==> config.mk <==
export PLATFORM = sky130hd
export DESIGN_NAME = life_grid_8x8_torus_flat
export DESIGN_NICKNAME = d
export VERILOG_FILES = /design/src/lgt_pkg.sv /design/src/lgt_item_if.sv /design/src/lgt_result_if.sv /design/src/lgt_cell.sv /design/src/lgt_ctrl.sv /design/src/life_grid_8x8_torus.sv /design/src/flat_wrapper.sv
export SDC_FILE = /design/constraint.sdc
export NUM_CORES = 1
export LEC_CHECK = 0
export ABC_AREA = 1
export BUFFER_PORTS_ARGS = -buffer_cell sky130_fd_sc_hd__buf_2
export CAP_MARGIN = 0
export CORE_UTILIZATION = 45
export DETAILED_ROUTE_END_ITERATION = 12
export GPL_TIMING_DRIVEN = 0
export SYNTH_ARGS = -nofsm -noshare
export SYNTH_HDL_FRONTEND = slang
export SYNTH_HIERARCHICAL = 1
export SYNTH_SLANG_ARGS = --single-unit
export TNS_END_PERCENT = 1
==> constraint.sdc <==
create_clock -name clk -period 9.05 [get_ports clk]
set_input_delay 0.4525 -clock clk [delete_from_list [all_inputs] [get_ports clk]]
set_output_delay 0.4525 -clock clk [all_outputs]
set_load 0.01 [all_outputs]
==> src/lgt_pkg.sv <==
// ----------------------------------------------------------------------------
// lgt_pkg
// Shared types and constants for the toroidal Life grid: key codes, run
// modes, the start pattern, the preset patterns and the cell control bundle.
// ----------------------------------------------------------------------------
`default_nettype none

package lgt_pkg;

	localparam int unsigned GRID_MAX = 8;
	localparam int unsigned GRID_BITS = GRID_MAX * GRID_MAX;
	localparam int unsigned NUM_PRESETS = 4;

	localparam logic [7:0] KEY_STAR = 8'h2A;
	localparam logic [7:0] KEY_ZERO = 8'h30;
	localparam logic [7:0] KEY_ONE = 8'h31;
	localparam logic [7:0] KEY_FOUR = 8'h34;

	typedef enum logic [1:0] {
		MODE_RUN = 2'd0,
		MODE_PAUSE = 2'd1,
		MODE_STEP = 2'd2
	} lgt_mode_t;

	// Control bundle broadcast from the mode controller to every cell
	typedef struct packed {
		logic advance;
		logic load;
		logic [1:0] preset_sel;
	} lgt_ctl_t;

	localparam logic [GRID_BITS-1:0] START_PATTERN = 64'h00E0001818060600;

	localparam logic [GRID_BITS-1:0] PRESETS [NUM_PRESETS] = '{
		64'h233B0D0480990982,
		64'h0818215AA15A2488,
		64'hE098100022460500,
		64'h0000001C10080000
	};

endpackage

`default_nettype wire

==> src/lgt_item_if.sv <==
// ----------------------------------------------------------------------------
// lgt_item_if
// Input channel: timer tick or key press, valid/ready handshake.
// ----------------------------------------------------------------------------
`default_nettype none

interface lgt_item_if;
	logic valid;
	logic ready;
	logic cmd;
	logic [7:0] key_code;

	modport source (output valid, output cmd, output key_code, input ready);
	modport sink (input valid, input cmd, input key_code, output ready);
endinterface

`default_nettype wire

==> src/lgt_result_if.sv <==
// ----------------------------------------------------------------------------
// lgt_result_if
// Output channel: grid, run mode and advance flag, valid/ready handshake.
// ----------------------------------------------------------------------------
`default_nettype none

interface lgt_result_if;
	logic valid;
	logic ready;
	logic [63:0] grid_bits;
	logic [1:0] run_mode;
	logic advanced;

	modport source (output valid, output grid_bits, output run_mode, output advanced,
		input ready);
	modport sink (input valid, input grid_bits, input run_mode, input advanced,
		output ready);
endinterface

`default_nettype wire

==> src/lgt_cell.sv <==
// ----------------------------------------------------------------------------
// lgt_cell
// One grid cell: holds its own state and applies B3/S23 from the eight
// neighbour states, or loads its bit of the selected preset.
// ----------------------------------------------------------------------------
`default_nettype none

module lgt_cell #(
	parameter logic RST_ALIVE = 1'b0
) (
	input  wire logic clk,
	input  wire logic arst_n,
	input  wire lgt_pkg::lgt_ctl_t ctl,
	input  wire logic [lgt_pkg::NUM_PRESETS-1:0] preset_bits,
	input  wire logic [7:0] nbrs,
	output logic alive
);

	logic alive_q;
	logic [3:0] count;
	logic alive_d;

	always_comb begin
		count = 4'd0;
		for (int i = 0; i < 8; i++) begin
			count = count + {3'd0, nbrs[i]};
		end
	end

	always_comb begin
		alive_d = alive_q;
		if (ctl.load) begin
			alive_d = preset_bits[ctl.preset_sel];
		end else if (ctl.advance) begin
			alive_d = (count == 4'd3) || (alive_q && (count == 4'd2));
		end
	end

	always_ff @(posedge clk or negedge arst_n) begin
		if (!arst_n) begin
			alive_q <= RST_ALIVE;
		end else begin
			alive_q <= alive_d;
		end
	end

	assign alive = alive_q;

endmodule

`default_nettype wire

==> src/lgt_ctrl.sv <==
// ----------------------------------------------------------------------------
// lgt_ctrl
// Run mode state machine; decodes ticks and keys into cell controls.
// ----------------------------------------------------------------------------
`default_nettype none

module lgt_ctrl (
	input  wire logic clk,
	input  wire logic arst_n,
	input  wire logic accept,
	input  wire logic cmd,
	input  wire logic [7:0] key_code,
	output lgt_pkg::lgt_ctl_t ctl,
	output lgt_pkg::lgt_mode_t mode
);

	lgt_pkg::lgt_mode_t mode_q;
	lgt_pkg::lgt_mode_t mode_d;
	logic [1:0] key_off;
	logic is_preset;

	// Preset index: only the low two bits of the key offset matter
	assign key_off = key_code[1:0] - lgt_pkg::KEY_ONE[1:0];
	assign is_preset = (key_code >= lgt_pkg::KEY_ONE) && (key_code <= lgt_pkg::KEY_FOUR);

	always_ff @(posedge clk or negedge arst_n) begin
		if (!arst_n) begin
			mode_q <= lgt_pkg::MODE_RUN;
		end else begin
			mode_q <= mode_d;
		end
	end

	always_comb begin
		mode_d = mode_q;
		ctl.advance = 1'b0;
		ctl.load = 1'b0;
		ctl.preset_sel = key_off;
		if (accept) begin
			if (!cmd) begin
				case (mode_q)
					lgt_pkg::MODE_RUN: begin
						ctl.advance = 1'b1;
					end
					lgt_pkg::MODE_STEP: begin
						ctl.advance = 1'b1;
						mode_d = lgt_pkg::MODE_PAUSE;
					end
					default: begin
						mode_d = mode_q;
					end
				endcase
			end else if (is_preset) begin
				ctl.load = 1'b1;
				mode_d = lgt_pkg::MODE_RUN;
			end else if (key_code == lgt_pkg::KEY_STAR) begin
				mode_d = (mode_q == lgt_pkg::MODE_RUN) ? lgt_pkg::MODE_PAUSE
					: lgt_pkg::MODE_RUN;
			end else if (key_code == lgt_pkg::KEY_ZERO && mode_q == lgt_pkg::MODE_PAUSE) begin
				mode_d = lgt_pkg::MODE_STEP;
			end
		end
	end

	assign mode = mode_q;

endmodule

`default_nettype wire

==> src/life_grid_8x8_torus.sv <==
// ----------------------------------------------------------------------------
// life_grid_8x8_torus
// Conway Life (B3/S23) on a GRID_SIZE x GRID_SIZE torus with run control.
// ----------------------------------------------------------------------------
// Each item on the input channel is a timer tick (cmd 0) or a key press
// (cmd 1), and each gives exactly one result: the grid after the item, the run
// mode after it, and a flag set when a new generation was computed. Every cell
// of the grid is its own small unit holding one bit; on an advancing tick all
// cells compute the next generation together from the eight wrapped neighbours,
// so an item is taken every cycle and its result shows in the cycle after. The
// result register is the cell state itself plus a valid and an advance flag;
// a new item is taken while the previous result is being transferred, and the
// input stalls only while a result waits unclaimed. Keys '1'..'4' load preset
// patterns and set running, '*' pauses when running and sets running otherwise,
// and '0' from paused arms a single step. Cells outside GRID_SIZE always read 0.
// ----------------------------------------------------------------------------
`default_nettype none

module life_grid_8x8_torus #(
	parameter int unsigned GRID_SIZE = 8
) (
	input  wire logic clk,
	input  wire logic arst_n,
	lgt_item_if.sink item,
	lgt_result_if.source result
);

	lgt_pkg::lgt_ctl_t ctl;
	lgt_pkg::lgt_mode_t mode;
	logic accept;
	logic valid_q;
	logic adv_q;
	logic [lgt_pkg::GRID_BITS-1:0] grid;

	// Take a new item whenever the result slot is empty or being emptied
	assign item.ready = !valid_q || result.ready;
	assign accept = item.valid && item.ready;

	lgt_ctrl u_ctrl (
		.clk(clk),
		.arst_n(arst_n),
		.accept(accept),
		.cmd(item.cmd),
		.key_code(item.key_code),
		.ctl(ctl),
		.mode(mode)
	);

	// Build the cell array; neighbours wrap at GRID_SIZE, not at the full width
	for (genvar r = 0; r < lgt_pkg::GRID_MAX; r++) begin : g_row
		for (genvar c = 0; c < lgt_pkg::GRID_MAX; c++) begin : g_col
			if (r < GRID_SIZE && c < GRID_SIZE) begin : g_cell
				localparam int unsigned RU = (r + GRID_SIZE - 1) % GRID_SIZE;
				localparam int unsigned RD = (r + 1) % GRID_SIZE;
				localparam int unsigned CL = (c + GRID_SIZE - 1) % GRID_SIZE;
				localparam int unsigned CR = (c + 1) % GRID_SIZE;
				localparam int unsigned IDX = r * lgt_pkg::GRID_MAX + c;

				logic [lgt_pkg::NUM_PRESETS-1:0] preset_bits;
				logic [7:0] nbrs;

				for (genvar p = 0; p < lgt_pkg::NUM_PRESETS; p++) begin : g_pre
					assign preset_bits[p] = lgt_pkg::PRESETS[p][IDX];
				end

				assign nbrs = {
					grid[RU * lgt_pkg::GRID_MAX + CL],
					grid[RU * lgt_pkg::GRID_MAX + c],
					grid[RU * lgt_pkg::GRID_MAX + CR],
					grid[r * lgt_pkg::GRID_MAX + CL],
					grid[r * lgt_pkg::GRID_MAX + CR],
					grid[RD * lgt_pkg::GRID_MAX + CL],
					grid[RD * lgt_pkg::GRID_MAX + c],
					grid[RD * lgt_pkg::GRID_MAX + CR]
				};

				lgt_cell #(
					.RST_ALIVE(lgt_pkg::START_PATTERN[IDX])
				) u_cell (
					.clk(clk),
					.arst_n(arst_n),
					.ctl(ctl),
					.preset_bits(preset_bits),
					.nbrs(nbrs),
					.alive(grid[IDX])
				);
			end else begin : g_empty
				assign grid[r * lgt_pkg::GRID_MAX + c] = 1'b0;
			end
		end
	end

	// Hold the result until transferred; advance flag follows the accepted item
	always_ff @(posedge clk or negedge arst_n) begin
		if (!arst_n) begin
			valid_q <= 1'b0;
			adv_q <= 1'b0;
		end else begin
			if (accept) begin
				valid_q <= 1'b1;
				adv_q <= ctl.advance;
			end else if (result.ready) begin
				valid_q <= 1'b0;
			end
		end
	end

	assign result.valid = valid_q;
	assign result.grid_bits = grid;
	assign result.run_mode = mode;
	assign result.advanced = adv_q;

endmodule

`default_nettype wire

==> src/flat_wrapper.sv <==
// flat-port wrapper written by rule: the top's interface ports become plain ports
module life_grid_8x8_torus_flat 
#(
	parameter int unsigned GRID_SIZE = 8
)
  (clk, arst_n, item_valid, item_cmd, item_key_code, item_ready, result_valid, result_grid_bits, result_run_mode, result_advanced, result_ready);
  lgt_item_if item_i ();
  lgt_result_if result_i ();
  input  wire logic clk;
  input  wire logic arst_n;
  input wire logic [$bits(item_i.valid)-1:0] item_valid;
  input wire logic [$bits(item_i.cmd)-1:0] item_cmd;
  input wire logic [$bits(item_i.key_code)-1:0] item_key_code;
  output wire logic [$bits(item_i.ready)-1:0] item_ready;
  output wire logic [$bits(result_i.valid)-1:0] result_valid;
  output wire logic [$bits(result_i.grid_bits)-1:0] result_grid_bits;
  output wire logic [$bits(result_i.run_mode)-1:0] result_run_mode;
  output wire logic [$bits(result_i.advanced)-1:0] result_advanced;
  input wire logic [$bits(result_i.ready)-1:0] result_ready;
  assign item_i.valid = item_valid;
  assign item_i.cmd = item_cmd;
  assign item_i.key_code = item_key_code;
  assign item_ready = item_i.ready;
  assign result_valid = result_i.valid;
  assign result_grid_bits = result_i.grid_bits;
  assign result_run_mode = result_i.run_mode;
  assign result_advanced = result_i.advanced;
  assign result_i.ready = result_ready;
  life_grid_8x8_torus #(.GRID_SIZE(GRID_SIZE)) u_core (.clk(clk), .arst_n(arst_n), .item(item_i), .result(result_i));
endmodule
# After elaboration in Yosys (flattened, before gate mapping)
# Cells that the tools add are included.
[totals] word_cells=956 regBits=68 output_inout_bits=69 input_bits=13
[op_classes] n_lt_le_gt_ge=3 n_addsub=449 reduce_logical=139 n_mux=165 eq_ne=133
[ops] op="4-bit by 1-bit adder with 4-bit output" n=256
[ops] op="4-bit by 2-bit equality test with 1-bit output (second input constant)" n=128
[ops] op="3-bit by 1-bit adder with 4-bit output" n=64
[ops] op="2-bit by 1-bit adder with 3-bit output" n=64
[ops] op="1-bit 2-to-1 mux" n=147
[ops] op="1-bit by 1-bit adder with 2-bit output" n=64
[ops] op="1-bit logical AND" n=67
[ops] op="1-bit logical OR" n=65
[ops] op="1-bit binary-select mux with 2-bit select" n=12
[ops] op="8-bit by 6-bit equality test with 1-bit output (second input constant)" n=2
[ops] op="2-bit 2-to-1 mux" n=6
[ops] op="8-bit by 6-bit greater-or-equal comparator with 1-bit output (second input constant)" n=1
[ops] op="8-bit by 6-bit <= comparator with 1-bit output (second input constant)" n=1
[ops] op="2-bit nonzero test" n=3
[ops] op="4-bit by 1-bit inequality test with 1-bit output (second input constant)" n=1
[ops] op="2-bit by 3-bit less-than comparator with 1-bit output (second input constant)" n=1
[ops] op="3-bit AND reduction" n=1
[ops] op="2-bit by 1-bit equality test with 1-bit output (second input constant)" n=1
[ops] op="2-bit equality test (second input constant)" n=1
[ops] op="2-bit logical NOT" n=1
[ops] op="2-bit OR reduction" n=1
[ops] op="2-bit by 1-bit subtractor with 2-bit output (second input constant)" n=1
[ops] op="1-bit logical NOT" n=1

# Logic depth before layout (Yosys ltp)
[logic_depth] depth_word=12 depth_mapped=13 depth_no_buf=13

# Modules after synthesis
# The synthesis kept the hierarchy.
[modules_own_cells] module="lgt_cell (u_core.g_row[0].g_col[0].g_cell.u_cell ...)" seq_area_each_um2=25.0 cells_per_inst=39 area_per_inst_um2=272.8 n_inst=53
[modules_own_cells] module="lgt_cell (u_core.g_row[1].g_col[1].g_cell.u_cell ...)" seq_area_each_um2=26.3 cells_per_inst=39 area_per_inst_um2=274.0 n_inst=11
[modules_own_cells] module="lgt_ctrl" seq_area_each_um2=50.0 cells_per_inst=50 area_per_inst_um2=306.5 n_inst=1
[modules_own_cells] module="life_grid_8x8_torus" seq_area_each_um2=50.0 cells_per_inst=12 area_per_inst_um2=93.8 n_inst=1

# Worst setup path before layout
# OpenSTA, ideal clock, no wires.
[synth_path] path_kind="in2reg" startpoint="input port item_key_code[0]" endpoint="register u_core.g_row[1].g_col[1].g_cell.u_cell.alive_q" setup_slack_ns=-1.679 t_arrival_ns=10.643 path_stages=10 required_ns=8.965 setup_time_ns=0.085 path_buffers=0 cell_sequence="inv_1 ha_1 inv_1 nand2_1 nand2_1 nor2_1 nand2_2 nor3_1 nand3_1 nand2_1"
[synth_rtl] item="start: declaration" line_no="flat_wrapper.sv:13" text="input wire logic [$bits(item_i.key_code)-1:0] item_key_code;"
[synth_rtl] item="end signal: assignment" line_no="lgt_cell.sv:43" text="alive_q <= alive_d;"
[synth_rtl] item="end: declaration" line_no="lgt_cell.sv:19" text="logic alive_q;"

# Final worst setup path
[layout_path] startpoint="register u_core.g_row[6].g_col[1].g_cell.u_cell.alive_q" endpoint="register u_core.g_row[5].g_col[0].g_cell.u_cell.alive_q"
[layout_between] elab_chain_len=12 elab_cells_between_ends=13 cone_classes="7 x add/sub; 2 x eq/ne; 2 x mux; 2 x reduce/logical"
[layout_lines] item="start: declaration" line_no="lgt_cell.sv:19"
[layout_lines] item="start signal: assignment" line_no="lgt_cell.sv:43"
[layout_lines] item="1-bit by 1-bit adder with 2-bit output (*)" line_no="lgt_cell.sv:26" text="count = count + {3'd0, nbrs[i]};"
[layout_lines] item="2-bit by 1-bit adder with 3-bit output (*)" line_no="lgt_cell.sv:26"
[layout_lines] item="3-bit by 1-bit adder with 4-bit output (*)" line_no="lgt_cell.sv:26"
[layout_lines] item="4-bit by 1-bit adder with 4-bit output (*) (4 in a row)" line_no="lgt_cell.sv:26"
[layout_lines] item="4-bit by 2-bit equality test with 1-bit output" line_no="lgt_cell.sv:35" text="alive_d = (count == 4'd3) || (alive_q && (count == 4'd2));"
[layout_lines] item="1-bit logical AND" line_no="lgt_cell.sv:35"
[layout_lines] item="1-bit logical OR (*)" line_no="lgt_cell.sv:35"
[layout_lines] item="1-bit 2-to-1 mux (*)" line_no="lgt_cell.sv:34" text="end else if (ctl.advance) begin"
[layout_lines] item="1-bit 2-to-1 mux (*)" line_no="lgt_cell.sv:32" text="if (ctl.load) begin"
[layout_lines] item="end signal: assignment" line_no="lgt_cell.sv:43"
[layout_lines] item="end: declaration" line_no="lgt_cell.sv:19"
# Every way passes the cells marked *; elsewhere a longest branch is shown, timed or not. The select of a mux whose other input is x is not followed.
# A chain may end at the register's enable or synchronous reset.

==> reports/summary.md <==
* **outcome** completed
* **drt first pass iters** 6
* **DPL Wire Length** 32,860 um
* **via count** 15,740
* **pin count of the biggest net entering global routing** 125
* **Buffers on Ports** 81
* **share of synthesized area occupied by flip-flops and latches** 9.599%
* **Post-DP Area** 0.02020 mm2
* **number of remaining DRC errors** 0
* **Inserted Diodes** 0
* **source of the worst register-to-register timing path** u_core/g_row[6].g_col[1].g_cell.u_cell/alive
* **clock-pin slew reported for the worst setup and hold paths after clock tree synthesis** 0.07 ns
* **drt via density** 4.575
* **RD Place Congestion** 0.8132
* **type of element capturing the critical path** flip-flop
* **WL per Instance** 13.41 um
* **number of buffers between clock root and the deepest sink** 2
* **Std-Cell Core Area** 0.03892 mm2
* **critical path launch point type** flip-flop
* **crit share post-route** 40.07%
* **global-route wire length before repair** 78,980 um
* **total track usage** 24.41%
* **synthesis-to-layout area growth** 15.07%
* **synthesized area per cell** 6.986 um2
* **most frequent cells in the layout** 908 x inv_1, 655 x nand2_1, 256 x conb_1, 256 x fa_1, 198 x nand3_1
* **path category of the worst min-delay check** input pin to flip-flop
* **number of violations of the max-capacitance limit** 0
* **height of the die** 201.3 um
* **most common cell after layout, fill and taps aside** inv_1
* **Post-Synthesis Cell Area** 0.01787 mm2
* **worst hold slack** 0.3243 ns
* **synthesis warning total** 6
* **Arr. time, crit path** 3.90 ns
* **Slowest Stage Delay on Critical Path** 0.80 ns
* **endpoint required time on the critical path** 9.32 ns
* **WS Path Type** flip-flop to flip-flop
* **fraction of layout cells with a size suffix above 1** 6.742%
* **transition time of the tightest slew-check pin** 0.9823 ns
* **cell-by-cell trace of the critical path** inv_1 -> fa_1 -> fa_1 -> fa_1 -> inv_1 -> ha_1 -> fa_1 -> a21boi_2 -> nand2_1 -> nand2_1 -> nand2_1 -> nand2_1
* **headroom to the max-slew limit** 34.30%
* **number of design-rule violations left by the first detailed-router iteration** 646
* **number of endpoints with negative hold slack in the final report** 0
* **maximum clock skew at final layout** 0.009987 ns
* **number of buffers added by the clock tree synthesis step** 9
* **full die area** 0.04051 mm2
* **clock insertion delay at the later pin of the skew report** 0.38 ns
* **shortest period the worst path allows** 3.626 ns
* **effective utilization at floorplan** 45.92%
* **global route overflow** 0
* **Slowest-stage cell, CP** dfrtp_1
* **htree depth** 3
* **post-layout net count** 3,381
* **Routed Wire Length** 46,130 um
* **RSZ-0062 raised after global routing** false
* **total of endpoints with negative setup slack in the final report** 0
* **number of placement rows** 72
* **clock tree from TritonCTS** built
* **HP Start** item_valid
* **io pins** 82
* **slack of the worst reg-to-reg path** 5.42 ns
* **number of nets still failing antenna checks after routing** 0
* **Horiz. Die Dim** 201.3 um
* **flip-flop and latch count after synthesis** 68
* **area of all placed cells without fillers** 0.02056 mm2
* **Register-to-Register Path Depth** 12
* **final number of max-transition violations** 0
* **Sink Count** 68
* **initial antenna violation count** 0
* **number of gates given a new drive strength after cts** 0
* **Hold Path End** u_core/result.valid
* **r2r endpoint** u_core/g_row[5].g_col[0].g_cell.u_cell/alive
* **count of unique library cells instantiated by Yosys** 19
* **Achievable Freq** 275.8 MHz
* **number of instances in the synthesized netlist** 2,558
* **vias in the first global route** 16,420
* **Critical Path Fanout Max** 10
* **Worst Hold Path Cells** 3
* **CTS Root Buffer Type** clkbuf_16
per-stage QoR:
step | setup slack, ns | utilization, % | cells | TNS (ns)
4_1_cts | 5.408 | 52.84 | 3440 | 0
6_report | 5.424 | 52.84 | 3440 | 0
3_3_place_gp | -4.155 | 51.09 | 3411 | -251.95
3_5_place_dp | 5.428 | 51.91 | 3423 | 0
2_1_floorplan | 1.142 | - | 2812 | 0
5_1_grt | 5.247 | 52.84 | 3440 | 0
logic make-up after synthesis:
kind of cell               after synthesis  share of synthesized area [%]
adders and majority gates              451                          42.33
other                                    2                        0.04202
DFF                                     68                          9.599
and+or+nand+nor                        933                          21.17
AOI/OAI and AO/OA                      193                          7.729
buffers and inverters                  911                          19.13
worst max-delay path: cells and delay by family (launching register included):
| kind | cells | cell delay (ns) |
|---|---|---|
| adders and majority gates | 5 | 2.16 |
| DFF | 1 | 0.80 |
| buffers and inverters | 2 | 0.21 |
| and+or+nand+nor | 4 | 0.21 |
| AOI/OAI and AO/OA | 1 | 0.16 |
worst max path at each step:
stage | depth (start not counted) | end | startpoint
2_1_floorplan | 11 | u_core/g_row[0].g_col[0].g_cell.u_cell/alive | item_key_code[0]
3_3_place_gp | 11 | u_core/g_row[5].g_col[3].g_cell.u_cell/alive | item_key_code[0]
3_5_place_dp | 12 | u_core/g_row[6].g_col[0].g_cell.u_cell/alive | u_core/g_row[7].g_col[1].g_cell.u_cell/alive
4_1_cts | 12 | u_core/g_row[2].g_col[0].g_cell.u_cell/alive | u_core/g_row[3].g_col[1].g_cell.u_cell/alive
5_1_grt | 13 | u_core/g_row[6].g_col[0].g_cell.u_cell/alive | u_core/g_row[7].g_col[1].g_cell.u_cell/alive
6_report | 12 | u_core/g_row[5].g_col[0].g_cell.u_cell/alive | u_core/g_row[6].g_col[1].g_cell.u_cell/alive
routing by layer:
metal  wire, um  global-route usage, %
met1      20670                  30.54
met2      23370                  45.40
met3       1590                  2.721
met4        499                  4.248
met5          0                      0
synth_stat cells:
| cell type | instances | area, um2 |
|---|---|---|
| inv_1 | 910 | 3416 |
| o22ai_4 | 1 | 20.02 |
| nand4_1 | 1 | 6.260 |
| ha_1 | 195 | 2440 |
| a21oi_1 | 128 | 640.6 |
| nor3_2 | 1 | 10.01 |
| a21boi_2 | 64 | 720.7 |
| nand3_1 | 198 | 991.0 |
| nand2_2 | 4 | 25.02 |
| conb_1 | 2 | 7.510 |
| nor2_1 | 69 | 259.0 |
| dfstp_2 | 11 | 289.0 |
| nor2_2 | 2 | 12.51 |
| nand2_1 | 655 | 2459 |
| nor3_1 | 2 | 10.01 |
| fa_1 | 256 | 5125 |
| inv_2 | 1 | 3.750 |
| nand3_2 | 1 | 10.01 |
| dfrtp_1 | 57 | 1426 |
final cells by class:
| class | count | area (um2) |
|---|---|---|
| clock inverters | 4 | 95.09 |
| multi-input cells | 1833 | 13710 |
| clock buffers | 12 | 256.5 |
| flip-flops and latches | 68 | 1715 |
| fillers | 3895 | 18350 |
| well taps | 518 | 648.1 |
| inverters | 911 | 3427 |
| repair buffers | 94 | 713.2 |
flip-flops by register name, summed over array words and instances, names as in the netlist:
| signal | flops |
|---|---|
| u_core/g_row.g_col.g_cell.u_cell/alive | 64 |
| u_core/result.valid | 1 |
| u_core/u_ctrl/mode | 2 |
| u_core/result.advanced | 1 |
what timing repair did:
| item | 4_1_cts | 5_1_grt |
|---|---|---|
| setup endpoints to repair | 0 | 0 |
| hold buffers | 1 | 0 |
| hold endpoints to repair | 10 | 0 |
| buffers inserted | 0 | 0 |
Power is left out: the tool's default activity adds up to more than one toggle a clock period on the data nets, which glitch-free logic cannot reach.
